[src/design/erc_pkg.sv]
// shared types and constants for the elevator request controller
// used by erc_ctrl, erc_datapath and elevator_request_controller; no dependencies
`default_nettype none

package erc_pkg;

	// field widths of the stream beats
	localparam int MODE_W    = 3;
	localparam int FLOOR_W   = 4;
	localparam int EV_W      = 3;
	localparam int PEND_W    = 3;
	localparam int S_TDATA_W = 8;
	localparam int M_TDATA_W = 16;

	// default car configuration
	localparam int NUM_FLOORS_DEF = 6;
	localparam int LOW_FLOOR      = -1;

	// command modes
	localparam logic [MODE_W-1:0] MODE_REQUEST    = 3'd0;
	localparam logic [MODE_W-1:0] MODE_MOVE       = 3'd1;
	localparam logic [MODE_W-1:0] MODE_STOP       = 3'd2;
	localparam logic [MODE_W-1:0] MODE_RESET_STOP = 3'd3;
	localparam logic [MODE_W-1:0] MODE_KEEP_OPEN  = 3'd4;
	localparam logic [MODE_W-1:0] MODE_CLOSE      = 3'd5;
	localparam logic [MODE_W-1:0] MODE_SENSOR     = 3'd6;

	// result events
	localparam logic [EV_W-1:0] EV_STATUS   = 3'd0;
	localparam logic [EV_W-1:0] EV_ACCEPTED = 3'd1;
	localparam logic [EV_W-1:0] EV_INVALID  = 3'd2;
	localparam logic [EV_W-1:0] EV_DUP      = 3'd3;
	localparam logic [EV_W-1:0] EV_HALTED   = 3'd4;
	localparam logic [EV_W-1:0] EV_PASSED   = 3'd5;
	localparam logic [EV_W-1:0] EV_ARRIVED  = 3'd6;

	// controller to datapath
	typedef struct packed {
		logic apply;   // execute the accepted beat as a single-result command
		logic pop;     // take the queue head as the next target
		logic step;    // move the car one floor toward the target
		logic arrive;  // arrival at the target
	} ctl_cmd_t;

	// datapath to controller
	typedef struct packed {
		logic out_free;   // output register can take a result this cycle
		logic in_move;    // incoming beat is a move command
		logic move_go;    // queue not empty and stop flag clear
		logic at_target;  // car stands at the target floor
		logic more;       // queue still holds floors
	} ctl_stat_t;

endpackage

`default_nettype wire

[src/design/erc_ctrl.sv]
// sequencer of the elevator request controller: idle, queue pop, floor stepping
// depends on erc_pkg
`default_nettype none

module erc_ctrl (
	input  wire logic               clk,
	input  wire logic               arst_n,
	input  wire logic               in_valid,
	output logic                    in_ready,
	input  wire erc_pkg::ctl_stat_t stat,
	output erc_pkg::ctl_cmd_t       cmd
);

	localparam logic [1:0] ST_IDLE = 2'd0;
	localparam logic [1:0] ST_POP  = 2'd1;
	localparam logic [1:0] ST_STEP = 2'd2;

	logic [1:0] state_q;
	logic [1:0] state_n;

	always_comb begin
		state_n  = state_q;
		cmd      = '0;
		in_ready = 1'b0;
		unique case (state_q)
			ST_IDLE: begin
				in_ready = stat.out_free;
				if (in_valid && stat.out_free) begin
					if (stat.in_move && stat.move_go) begin
						state_n = ST_POP;
					end else begin
						cmd.apply = 1'b1;
					end
				end
			end
			ST_POP: begin
				cmd.pop = 1'b1;
				state_n = ST_STEP;
			end
			ST_STEP: begin
				if (stat.out_free) begin
					if (stat.at_target) begin
						cmd.arrive = 1'b1;
						state_n    = stat.more ? ST_POP : ST_IDLE;
					end else begin
						cmd.step = 1'b1;
					end
				end
			end
			default: begin
				state_n = ST_IDLE;
			end
		endcase
	end

	always_ff @(posedge clk or negedge arst_n) begin
		if (!arst_n) begin
			state_q <= ST_IDLE;
		end else begin
			state_q <= state_n;
		end
	end

endmodule

`default_nettype wire

[src/design/erc_datapath.sv]
// car state, request queue, presence mask and result register
// depends on erc_pkg
`default_nettype none

module erc_datapath #(
	parameter int NUM_FLOORS = erc_pkg::NUM_FLOORS_DEF
) (
	input  wire logic                                  clk,
	input  wire logic                                  arst_n,
	input  wire logic [erc_pkg::MODE_W-1:0]            mode,
	input  wire logic signed [erc_pkg::FLOOR_W-1:0]    req_floor,
	input  wire erc_pkg::ctl_cmd_t                     cmd,
	output erc_pkg::ctl_stat_t                         stat,
	input  wire logic                                  out_ready,
	output logic                                       out_valid,
	output logic [erc_pkg::EV_W-1:0]                   event_res,
	output logic signed [erc_pkg::FLOOR_W-1:0]         car_floor,
	output logic                                       moving,
	output logic                                       door_open,
	output logic                                       stop_active,
	output logic                                       hold_open,
	output logic [erc_pkg::PEND_W-1:0]                 pending,
	output logic                                       last
);

	localparam int CNT_W     = $clog2(NUM_FLOORS + 1);
	localparam int PTR_W     = $clog2(NUM_FLOORS);
	localparam int TOP_FLOOR = NUM_FLOORS - 2;

	// queue storage, contents undefined until written
	logic signed [erc_pkg::FLOOR_W-1:0] fifo_q [NUM_FLOORS];

	logic signed [erc_pkg::FLOOR_W-1:0] pos_q, pos_n;
	logic signed [erc_pkg::FLOOR_W-1:0] target_q;
	logic [PTR_W-1:0]                   head_q, head_n;
	logic [CNT_W-1:0]                   count_q, count_n;
	logic [NUM_FLOORS-1:0]              mask_q, mask_n;
	logic                               stop_q, stop_n;
	logic                               door_q, door_n;
	logic                               hold_q, hold_n;

	logic                               in_range;
	logic [PTR_W-1:0]                   req_idx;
	logic [PTR_W-1:0]                   tgt_idx;
	logic [CNT_W:0]                     tail_sum;
	logic [PTR_W-1:0]                   tail;
	logic                               wr_en;
	logic [erc_pkg::EV_W-1:0]           ev_apply;
	logic                               out_free;
	logic                               load;

	assign in_range = (int'(req_floor) >= erc_pkg::LOW_FLOOR) &&
		(int'(req_floor) <= TOP_FLOOR);
	assign req_idx    = PTR_W'(int'(req_floor) - erc_pkg::LOW_FLOOR);
	// presence bit of the floor being served, released on arrival
	assign tgt_idx    = PTR_W'(int'(target_q) - erc_pkg::LOW_FLOOR);
	// tail slot, head plus count wrapped once
	assign tail_sum = (CNT_W+1)'(head_q) + (CNT_W+1)'(count_q);
	assign tail = (tail_sum >= (CNT_W+1)'(NUM_FLOORS)) ?
		PTR_W'(tail_sum - (CNT_W+1)'(NUM_FLOORS)) : PTR_W'(tail_sum);

	always_comb begin
		pos_n    = pos_q;
		head_n   = head_q;
		count_n  = count_q;
		mask_n   = mask_q;
		stop_n   = stop_q;
		door_n   = door_q;
		hold_n   = hold_q;
		wr_en    = 1'b0;
		ev_apply = erc_pkg::EV_STATUS;
		if (cmd.apply) begin
			unique case (mode)
				erc_pkg::MODE_REQUEST: begin
					if (!in_range) begin
						ev_apply = erc_pkg::EV_INVALID;
					end else if (mask_q[req_idx]) begin
						ev_apply = erc_pkg::EV_DUP;
					end else if (count_q >= CNT_W'(NUM_FLOORS)) begin
						ev_apply = erc_pkg::EV_DUP;
					end else begin
						ev_apply         = erc_pkg::EV_ACCEPTED;
						wr_en            = 1'b1;
						count_n          = count_q + CNT_W'(1);
						mask_n[req_idx]  = 1'b1;
					end
				end
				erc_pkg::MODE_MOVE: begin
					ev_apply = (count_q == '0) ? erc_pkg::EV_STATUS : erc_pkg::EV_HALTED;
				end
				erc_pkg::MODE_STOP: begin
					stop_n = 1'b1;
				end
				erc_pkg::MODE_RESET_STOP: begin
					stop_n = 1'b0;
				end
				erc_pkg::MODE_KEEP_OPEN: begin
					hold_n = 1'b1;
					door_n = 1'b1;
				end
				erc_pkg::MODE_CLOSE: begin
					if (door_q && !hold_q) begin
						door_n = 1'b0;
					end
				end
				erc_pkg::MODE_SENSOR: begin
					if (door_q) begin
						hold_n = 1'b1;
					end
				end
				default: begin
					ev_apply = erc_pkg::EV_STATUS;
				end
			endcase
		end
		if (cmd.pop) begin
			head_n  = (head_q == PTR_W'(NUM_FLOORS - 1)) ? '0 : head_q + PTR_W'(1);
			count_n = count_q - CNT_W'(1);
		end
		if (cmd.step) begin
			pos_n = (pos_q < target_q) ? pos_q + 4'sd1 : pos_q - 4'sd1;
		end
		if (cmd.arrive) begin
			// door opened and closes again unless held
			door_n          = hold_q;
			mask_n[tgt_idx] = 1'b0;
		end
	end

	assign out_free = !out_valid || out_ready;
	assign load     = cmd.apply || cmd.step || cmd.arrive;

	assign stat.out_free  = out_free;
	assign stat.in_move   = (mode == erc_pkg::MODE_MOVE);
	assign stat.move_go   = (count_q != '0) && !stop_q;
	assign stat.at_target = (pos_q == target_q);
	assign stat.more      = (count_q != '0);

	always_ff @(posedge clk) begin
		if (wr_en) begin
			fifo_q[tail] <= req_floor;
		end
		if (cmd.pop) begin
			target_q <= fifo_q[head_q];
		end
	end

	always_ff @(posedge clk or negedge arst_n) begin
		if (!arst_n) begin
			pos_q   <= '0;
			head_q  <= '0;
			count_q <= '0;
			mask_q  <= '0;
			stop_q  <= 1'b0;
			door_q  <= 1'b0;
			hold_q  <= 1'b0;
		end else begin
			pos_q   <= pos_n;
			head_q  <= head_n;
			count_q <= count_n;
			mask_q  <= mask_n;
			stop_q  <= stop_n;
			door_q  <= door_n;
			hold_q  <= hold_n;
		end
	end

	// result register
	always_ff @(posedge clk or negedge arst_n) begin
		if (!arst_n) begin
			out_valid <= 1'b0;
		end else if (load) begin
			out_valid <= 1'b1;
		end else if (out_ready) begin
			out_valid <= 1'b0;
		end
	end

	always_ff @(posedge clk) begin
		if (load) begin
			event_res   <= cmd.apply ? ev_apply :
				(cmd.step ? erc_pkg::EV_PASSED : erc_pkg::EV_ARRIVED);
			car_floor   <= pos_n;
			moving      <= cmd.step;
			door_open   <= door_n;
			stop_active <= stop_n;
			hold_open   <= hold_n;
			pending     <= erc_pkg::PEND_W'(count_n);
			last        <= cmd.apply || (cmd.arrive && (count_q == '0));
		end
	end

endmodule

`default_nettype wire

[src/design/elevator_request_controller.sv]
// top level of the single-car elevator request controller
// depends on erc_pkg, erc_ctrl and erc_datapath
`default_nettype none

// channel   side    handshake                     payload
// s_axis    in      s_axis_tvalid/s_axis_tready   tuser: mode; tdata: floor
// m_axis    out     m_axis_tvalid/m_axis_tready   tuser: event; tdata: car status; tlast
//
// a single-result command is taken when the result register is free; its result is valid the next cycle
// a move with a non-empty queue and stop clear is taken, then for each queued floor
// the queue is popped, the car steps once per floor travelled and an arrival result follows
// the pace is set by the controller walking the queue one floor per cycle while the output is not stalled
// reset clears car position, queue pointers, presence mask and all flags
// a stalled output holds the result register; the sequencer waits and no beat is taken

module elevator_request_controller #(
	parameter int NUM_FLOORS = erc_pkg::NUM_FLOORS_DEF
) (
	input  wire logic                             clk,
	input  wire logic                             arst_n,
	input  wire logic                             s_axis_tvalid,
	output logic                                  s_axis_tready,
	input  wire logic [erc_pkg::S_TDATA_W-1:0]    s_axis_tdata,  // [3:0] floor, rest zero
	input  wire logic [erc_pkg::MODE_W-1:0]       s_axis_tuser,  // [2:0] mode
	output logic                                  m_axis_tvalid,
	input  wire logic                             m_axis_tready,
	// [3:0] car_floor, [4] moving, [5] door_open, [6] stop_active,
	// [7] hold_open, [10:8] pending, rest zero
	output logic [erc_pkg::M_TDATA_W-1:0]         m_axis_tdata,
	output logic [erc_pkg::EV_W-1:0]              m_axis_tuser,  // [2:0] event_res
	output logic                                  m_axis_tlast   // last result of the beat
);

	erc_pkg::ctl_cmd_t  cmd;
	erc_pkg::ctl_stat_t stat;

	logic signed [erc_pkg::FLOOR_W-1:0] car_floor;
	logic                               moving;
	logic                               door_open;
	logic                               stop_active;
	logic                               hold_open;
	logic [erc_pkg::PEND_W-1:0]         pending;

	// sequencer: decides when to run a command, pop the queue or step the car
	erc_ctrl u_ctrl (
		.clk      (clk),
		.arst_n   (arst_n),
		.in_valid (s_axis_tvalid),
		.in_ready (s_axis_tready),
		.stat     (stat),
		.cmd      (cmd)
	);

	// car state, queue and result register
	erc_datapath #(
		.NUM_FLOORS (NUM_FLOORS)
	) u_datapath (
		.clk         (clk),
		.arst_n      (arst_n),
		.mode        (s_axis_tuser),
		.req_floor   (s_axis_tdata[erc_pkg::FLOOR_W-1:0]),
		.cmd         (cmd),
		.stat        (stat),
		.out_ready   (m_axis_tready),
		.out_valid   (m_axis_tvalid),
		.event_res   (m_axis_tuser),
		.car_floor   (car_floor),
		.moving      (moving),
		.door_open   (door_open),
		.stop_active (stop_active),
		.hold_open   (hold_open),
		.pending     (pending),
		.last        (m_axis_tlast)
	);

	// pack the status fields, lowest first
	assign m_axis_tdata = {5'd0, pending, hold_open, stop_active, door_open, moving, car_floor};

	// at most one datapath command per cycle
	a_cmd_onehot: assert property (@(posedge clk) disable iff (!arst_n)
		$onehot0({cmd.apply, cmd.pop, cmd.step, cmd.arrive}))
		else $error("more than one datapath command in a cycle");

	// a new beat is only taken while the result register can be loaded
	a_ready_free: assert property (@(posedge clk) disable iff (!arst_n)
		s_axis_tready |-> stat.out_free)
		else $error("input ready while result register is blocked");

	// the car only steps when it is away from its target
	a_step_target: assert property (@(posedge clk) disable iff (!arst_n)
		cmd.step |-> !stat.at_target)
		else $error("step issued at target floor");

	// a passed-floor result never closes the beat
	a_moving_last: assert property (@(posedge clk) disable iff (!arst_n)
		(m_axis_tvalid && m_axis_tdata[4]) |-> !m_axis_tlast)
		else $error("moving result marked as last");

endmodule

`default_nettype wire

[config.mk]
export PLATFORM = sky130hd
export DESIGN_NAME = elevator_request_controller
export DESIGN_NICKNAME = d
export VERILOG_FILES = /design/src/design/erc_pkg.sv /design/src/design/erc_ctrl.sv /design/src/design/erc_datapath.sv /design/src/design/elevator_request_controller.sv
export SDC_FILE = /design/constraint.sdc
export NUM_CORES = 1
export LEC_CHECK = 0
export ABC_AREA = 1
export BUFFER_PORTS_ARGS = -buffer_cell sky130_fd_sc_hd__buf_2
export CAP_MARGIN = 20
export CORE_MARGIN = 1.5
export CORE_UTILIZATION = 50
export CTS_BUF_LIST = sky130_fd_sc_hd__clkbuf_2
export CTS_CLUSTER_SIZE = 10
export DETAILED_ROUTE_END_ITERATION = 10
export GPL_ROUTABILITY_DRIVEN = 0
export PLACE_DENSITY = 0.66
export SLEW_MARGIN = 20
export SYNTH_ARGS = -nofsm -noshare
export SYNTH_HDL_FRONTEND = slang
export SYNTH_HIERARCHICAL = 1
export SYNTH_SLANG_ARGS = --single-unit
[constraint.sdc]
create_clock -name clk -period 5.2 [get_ports clk]
set_clock_uncertainty 0.15 [all_clocks]
set_input_delay 1.04 -clock clk [delete_from_list [all_inputs] [get_ports clk]]
set_output_delay 1.04 -clock clk [all_outputs]
set_load 0.05 [all_outputs]
# [Word level (Yosys, flattened, before mapping)]
# Memory sizes are Yosys's and may differ from the RTL's. A register that Yosys moved wholly into a read port is not among the register bits.
# Index checks and enable logic that the tools add are counted.
[word_totals] ff_bits=37 ramBits=24 inputBits=15 out_inout_bits=22 elab_cells=136 n_memories=1
[classes] addsub=9 n_lt_le_gt_ge=9 eq_ne=14 n_mux=62 bitwise_logic=3 reduce_logical=21
[mem_list] memory="u_datapath.fifo_q" depth=6 word_bits=4 rd=1 rd_clocked_by_memory_dff=1 wr=1 line="erc_datapath.sv:31" text="logic signed [erc_pkg::FLOOR_W-1:0] fifo_q [NUM_FLOORS];"
[op_table] operator="$mux 3" n=12
[op_table] operator="$mux 6" n=6
[op_table] operator="$mux 1" n=26
[op_table] operator="$mux 2" n=8
[op_table] operator="$eq 3x3->1 const B" n=4
[op_table] operator="$sub 3x1->3 const B" n=3
[op_table] operator="$logic_and 1x1->1" n=8
[op_table] operator="$lt 3x4->1 const B" n=2
[op_table] operator="$mux 4" n=2
[op_table] operator="$add 3x1->3 const B" n=2
[op_table] operator="$and 6x6->6" n=1
[op_table] operator="$demux 1 s3" n=2
[op_table] operator="$eq 3x2->1 const B" n=2
[op_table] operator="$ge 3x1->1 const B" n=2
[op_table] operator="$logic_not 3->1" n=2
[op_table] operator="$ne 2x1->1 const B" n=3
[op_table] operator="$not 6->6" n=1
[op_table] operator="$or 6x6->6" n=1
[op_table] operator="$pmux 1 s2" n=3
[op_table] operator="$pmux 2 s3" n=1
[op_table] operator="$pmux 3 s2" n=1
[op_table] operator="$add 3x3->4" n=1
[op_table] operator="$add 4x2->4 const B" n=1
[op_table] operator="$eq 4x4->1" n=1
[op_table] operator="other kinds (18)" n=23

# [Logic depth before layout (Yosys ltp)]
[logic_depth] word_depth=13 mapped_depth=16 ltp_nobuf=16

# [Hierarchy]
# The synthesis kept the hierarchy.
[modules_own_cells] mod="erc_datapath" instances=1 cells_each=351 area_per_inst_um2=3290.7 seq_area_each_um2=1791.7
[modules_own_cells] mod="erc_ctrl" instances=1 cells_each=23 area_per_inst_um2=145.1 seq_area_each_um2=50.0
[modules_own_cells] mod="elevator_request_controller" instances=1 cells_each=10 area_per_inst_um2=71.3 seq_area_each_um2=0.0

# [Least setup slack after synthesis]
# Ideal clock, no wire load.
[synth_path] path_kind="input -> output" startpoint="input m_axis_tready" endpoint="output s_axis_tready" arrival_time_ps=2323 required_ps=4010 path_slack_ps=1687 stages=5 n_path_buf=1 cell_sequence="inv_1 > nand2_1 > buf_4 > inv_1 > nor3_1"
[synth_between] elab_chain_len=2
[synth_lines] element="start: declaration" line="elevator_request_controller.sv:26" text="input wire logic m_axis_tready,"
[synth_lines] element="$logic_or 1x1->1" line="erc_datapath.sv:130" text="assign out_free = !out_valid || out_ready;"
[synth_lines] element="net u_datapath.out_free" line="erc_datapath.sv:49" text="logic out_free;"
[synth_lines] element="$mux 1" line="erc_ctrl.sv:25" text="unique case (state_q)"
[synth_lines] element="end: declaration" line="elevator_request_controller.sv:22" text="output logic s_axis_tready,"
# The timed path passes the listed nets, and every way through them passes these cells.

==> out/results.ini <==
[cts]
cts.repair.resized = 0
root_buffer = clkbuf_2
ctsHoldBuffers = 0
cts_buffer_depth = 2
cts-buffers-inserted = 9
tritoncts = yes
cts_max_level = 3
cts.sinks = 65
cts_setup_buffers = 0
clkSlewWorstSetupHoldPaths_ns = 0.18
insertion_delay_ns = 0.51

[worst_setup_path]
critPathKind = register to register
worstPathRequired_ns = 5.18
end_kind = register
worstPathArrival_ns = 3.00
cp_max_fo = 10
critPathLaunchType = register

[yosys]
yosysWarnings = 6
synth_top_cell_by_area = edfxtp_1
synth-seq-cells = 65
yosysMostFrequentCell = nand2_1
ys_seq_area_share_pct = 52.52
synth_cell_types = 32
ys_async_sr_fraction_pct = 33.85
synth_edf_count = 43
synthTopCellsByCount = nand2_1, inv_1, edfxtp_1, nor2_1, nand3_1
mappedNetlistArea_mm2 = 0.003507
synthDominantCellAreaShare_pct = 36.82
synth_ff_type = edfxtp_1
syn_inst = 384
synth_area_leaders = edfxtp_1, dfrtp_1, nand2_1
syn_avg_cell_area_um2 = 9.133

[final_layout]
area_growth_pct = 8.812
nNetsFinal = 443
multi_input_comb_area_mm2 = 0.001369
n_antenna_cell = 0
fillers = 605
ff_latch_area_mm2 = 0.001842
layout-drive-gt1-share_pct = 16.79

[route]
drt-initial-drc-count = 193
drt-vias-per-instance = 5.045
vias = 2588
drt_first_pass_iters = 5
drtAntennaViolNets = 0
wl_per_cell_um = 13.34
drcViolationCount = 0
finalWirelength_mm = 6.841

[global_routing]
grt_busiest_layer = met2
first_global_vias = 2448
grt_util_met2_pct = 32.32
antenna_found_initial = 0
grt.overflow.total = 0
grt.total_usage_pct = 20.11
use_met3_pct = 4.000
grt_util_met1_pct = 26.66
grt_start_max_net_pins = 23
grt_pass1_wl_mm = 11.33

[timing]
fin_hold_ws_ns = 0.3243
fin_crit_ns = 3.023
tightest_slew_ns = 0.7897
rsz0062_at_grt = no
slew_headroom_pct = 47.16
finalSetupTns_ns = 0
fmax_ghz = 0.3308
finalHoldViolCount = 0
setup_viol = 0
drv_slew = 0
fin_crit_sh_pct = 58.13

[floorplanning]
io_pins = 37
row_count = 30
die_h_um = 86.75
fp.dieW_um = 86.75
core-area_mm2 = 0.006794
initial_core_util_pct = 51.62
die-area_mm2 = 0.007526

[run]
drv_cap = 0

[placement]
dp_hpwl_mm = 4.910
port_buffers = 27

[power]
vdd_drop_max_v = 0.0002301
p_leak_nw = 1.738
p_per_area_mw_per_mm2 = 630.5

[outcome]
status = completed

[worst_hold_path]
hold_path.class = primary input to asynchronous set/reset pin

flip-flops by register name (all words and copies together) (netlist names), 2 cells and up:
| name | cells |
|---|---|
| u_datapath/count_q | 3 |
| u_datapath/fifo_q | 24 |
| u_datapath/target_q | 4 |
| u_datapath/car_floor | 4 |
| u_datapath/head_q | 3 |
| u_datapath/event_res | 3 |
| u_ctrl/state_q | 2 |
| u_datapath/pending | 3 |
| u_datapath/pos_q | 4 |
| u_datapath/mask_q | 6 |
kinds of logic (layout without fill, tap and decap cells):
family | count (synthesis) | after routing | synth area share, %
buf+inv | 71 | 100 | 8.883
flops | 65 | 65 | 52.52
simple gates | 184 | 184 | 24.65
other cells | 1 | 5 | 0.1069
compound gates | 44 | 44 | 7.171
fa+ha+maj | 16 | 16 | 5.922
xor+xnor | 3 | 3 | 0.7493
final timing paths:
kind	from	endpoint	slack [ns]	cells past startpoint
min reg2reg	u_datapath/hold_q$_DFF_PN0_	u_datapath/hold_q$_DFF_PN0_	0.36	1
min	arst_n	u_datapath/out_valid$_DFFE_PN0P_	0.32	1
max reg2reg	u_datapath/count_q[1]$_DFF_PN0_	u_datapath/fifo_q[1][3]$_DFFE_PP_	2.18	11
min in group clk	u_datapath/hold_q$_DFF_PN0_	u_datapath/hold_q$_DFF_PN0_	0.36	1
max in group asynchronous	arst_n	u_datapath/mask_q[2]$_DFF_PN0_	4.22	1
max	u_datapath/count_q[1]$_DFF_PN0_	u_datapath/fifo_q[1][3]$_DFFE_PP_	2.18	11
placed cells by master, fill, tap and decap left out, types with 3 or more instances in the layout:
cell,synthesis,layout
conb_1,1,5
nand4_1,8,8
ha_1,15,15
o21ai_0,24,24
nor3_1,9,9
nand2_2,6,6
nand2_1,82,82
edfxtp_1,43,43
nor2_2,5,5
dfrtp_1,22,22
nand2_4,3,3
a21oi_1,13,13
buf_2,0,27
clkbuf_2,0,12
nor2_1,35,35
inv_1,53,53
nand3_1,26,26
per-layer routing:
layer | share of wire [%] | vias to the layer above
li1 | - | 1308
met1 | 47 | 1202
met2 | 46 | 68
met3 | 4.9 | 10
met4 | 1.4 | 0
met5 | 0 | -
power breakdown:
| group | internal (W) | total, W | switching, W |
|---|---|---|---|
| clock network | 0.000163 | 0.000342 | 0.000179 |
| logic | 0.000354 | 0.00121 | 0.000860 |
| registers | 0.000737 | 0.000850 | 0.000113 |
final cells by class:
class	instances	area share, %
Clock buffer	12	1.574
Timing Repair Buffer	29	3.934
Tap cell	96	3.148
Inverter	55	5.410
Clock inverter	4	1.803
Sequential cell	65	48.26
Multi-Input combinational cell	252	35.87
critical path, stage by stage, from the launching register on:
cell	delay (ns)
dfrtp_1	0.51
inv_1	0.14
ha_1	0.19
a21oi_1	0.08
nand2_1	0.07
nand2_2	0.06
nor2_1	0.09
buf_4	0.18
inv_1	0.10
nor2_1	0.25
nand4_4	0.21
nor3_1	0.61
stage by stage:
| stage | std cells | worst slack [ns] | instance area (um2) | total power, W | util (%) |
|---|---|---|---|---|---|
| 6_report | 513 | 2.177 | 3816 | 0.002406 | 56.17 |
| 3_3_place_gp | 497 | 1.787 | 3687 | 0.002029 | 54.27 |
| 5_1_grt | 513 | 1.995 | 3816 | 0.002613 | 56.17 |
| 4_1_cts | 513 | 2.198 | 3816 | 0.002412 | 56.17 |
| 3_5_place_dp | 497 | 1.677 | 3687 | 0.002068 | 54.27 |
| 2_1_floorplan | 388 | 1.687 | 3522 | 0.001817 | - |
(Power assumes the default switching activity.)
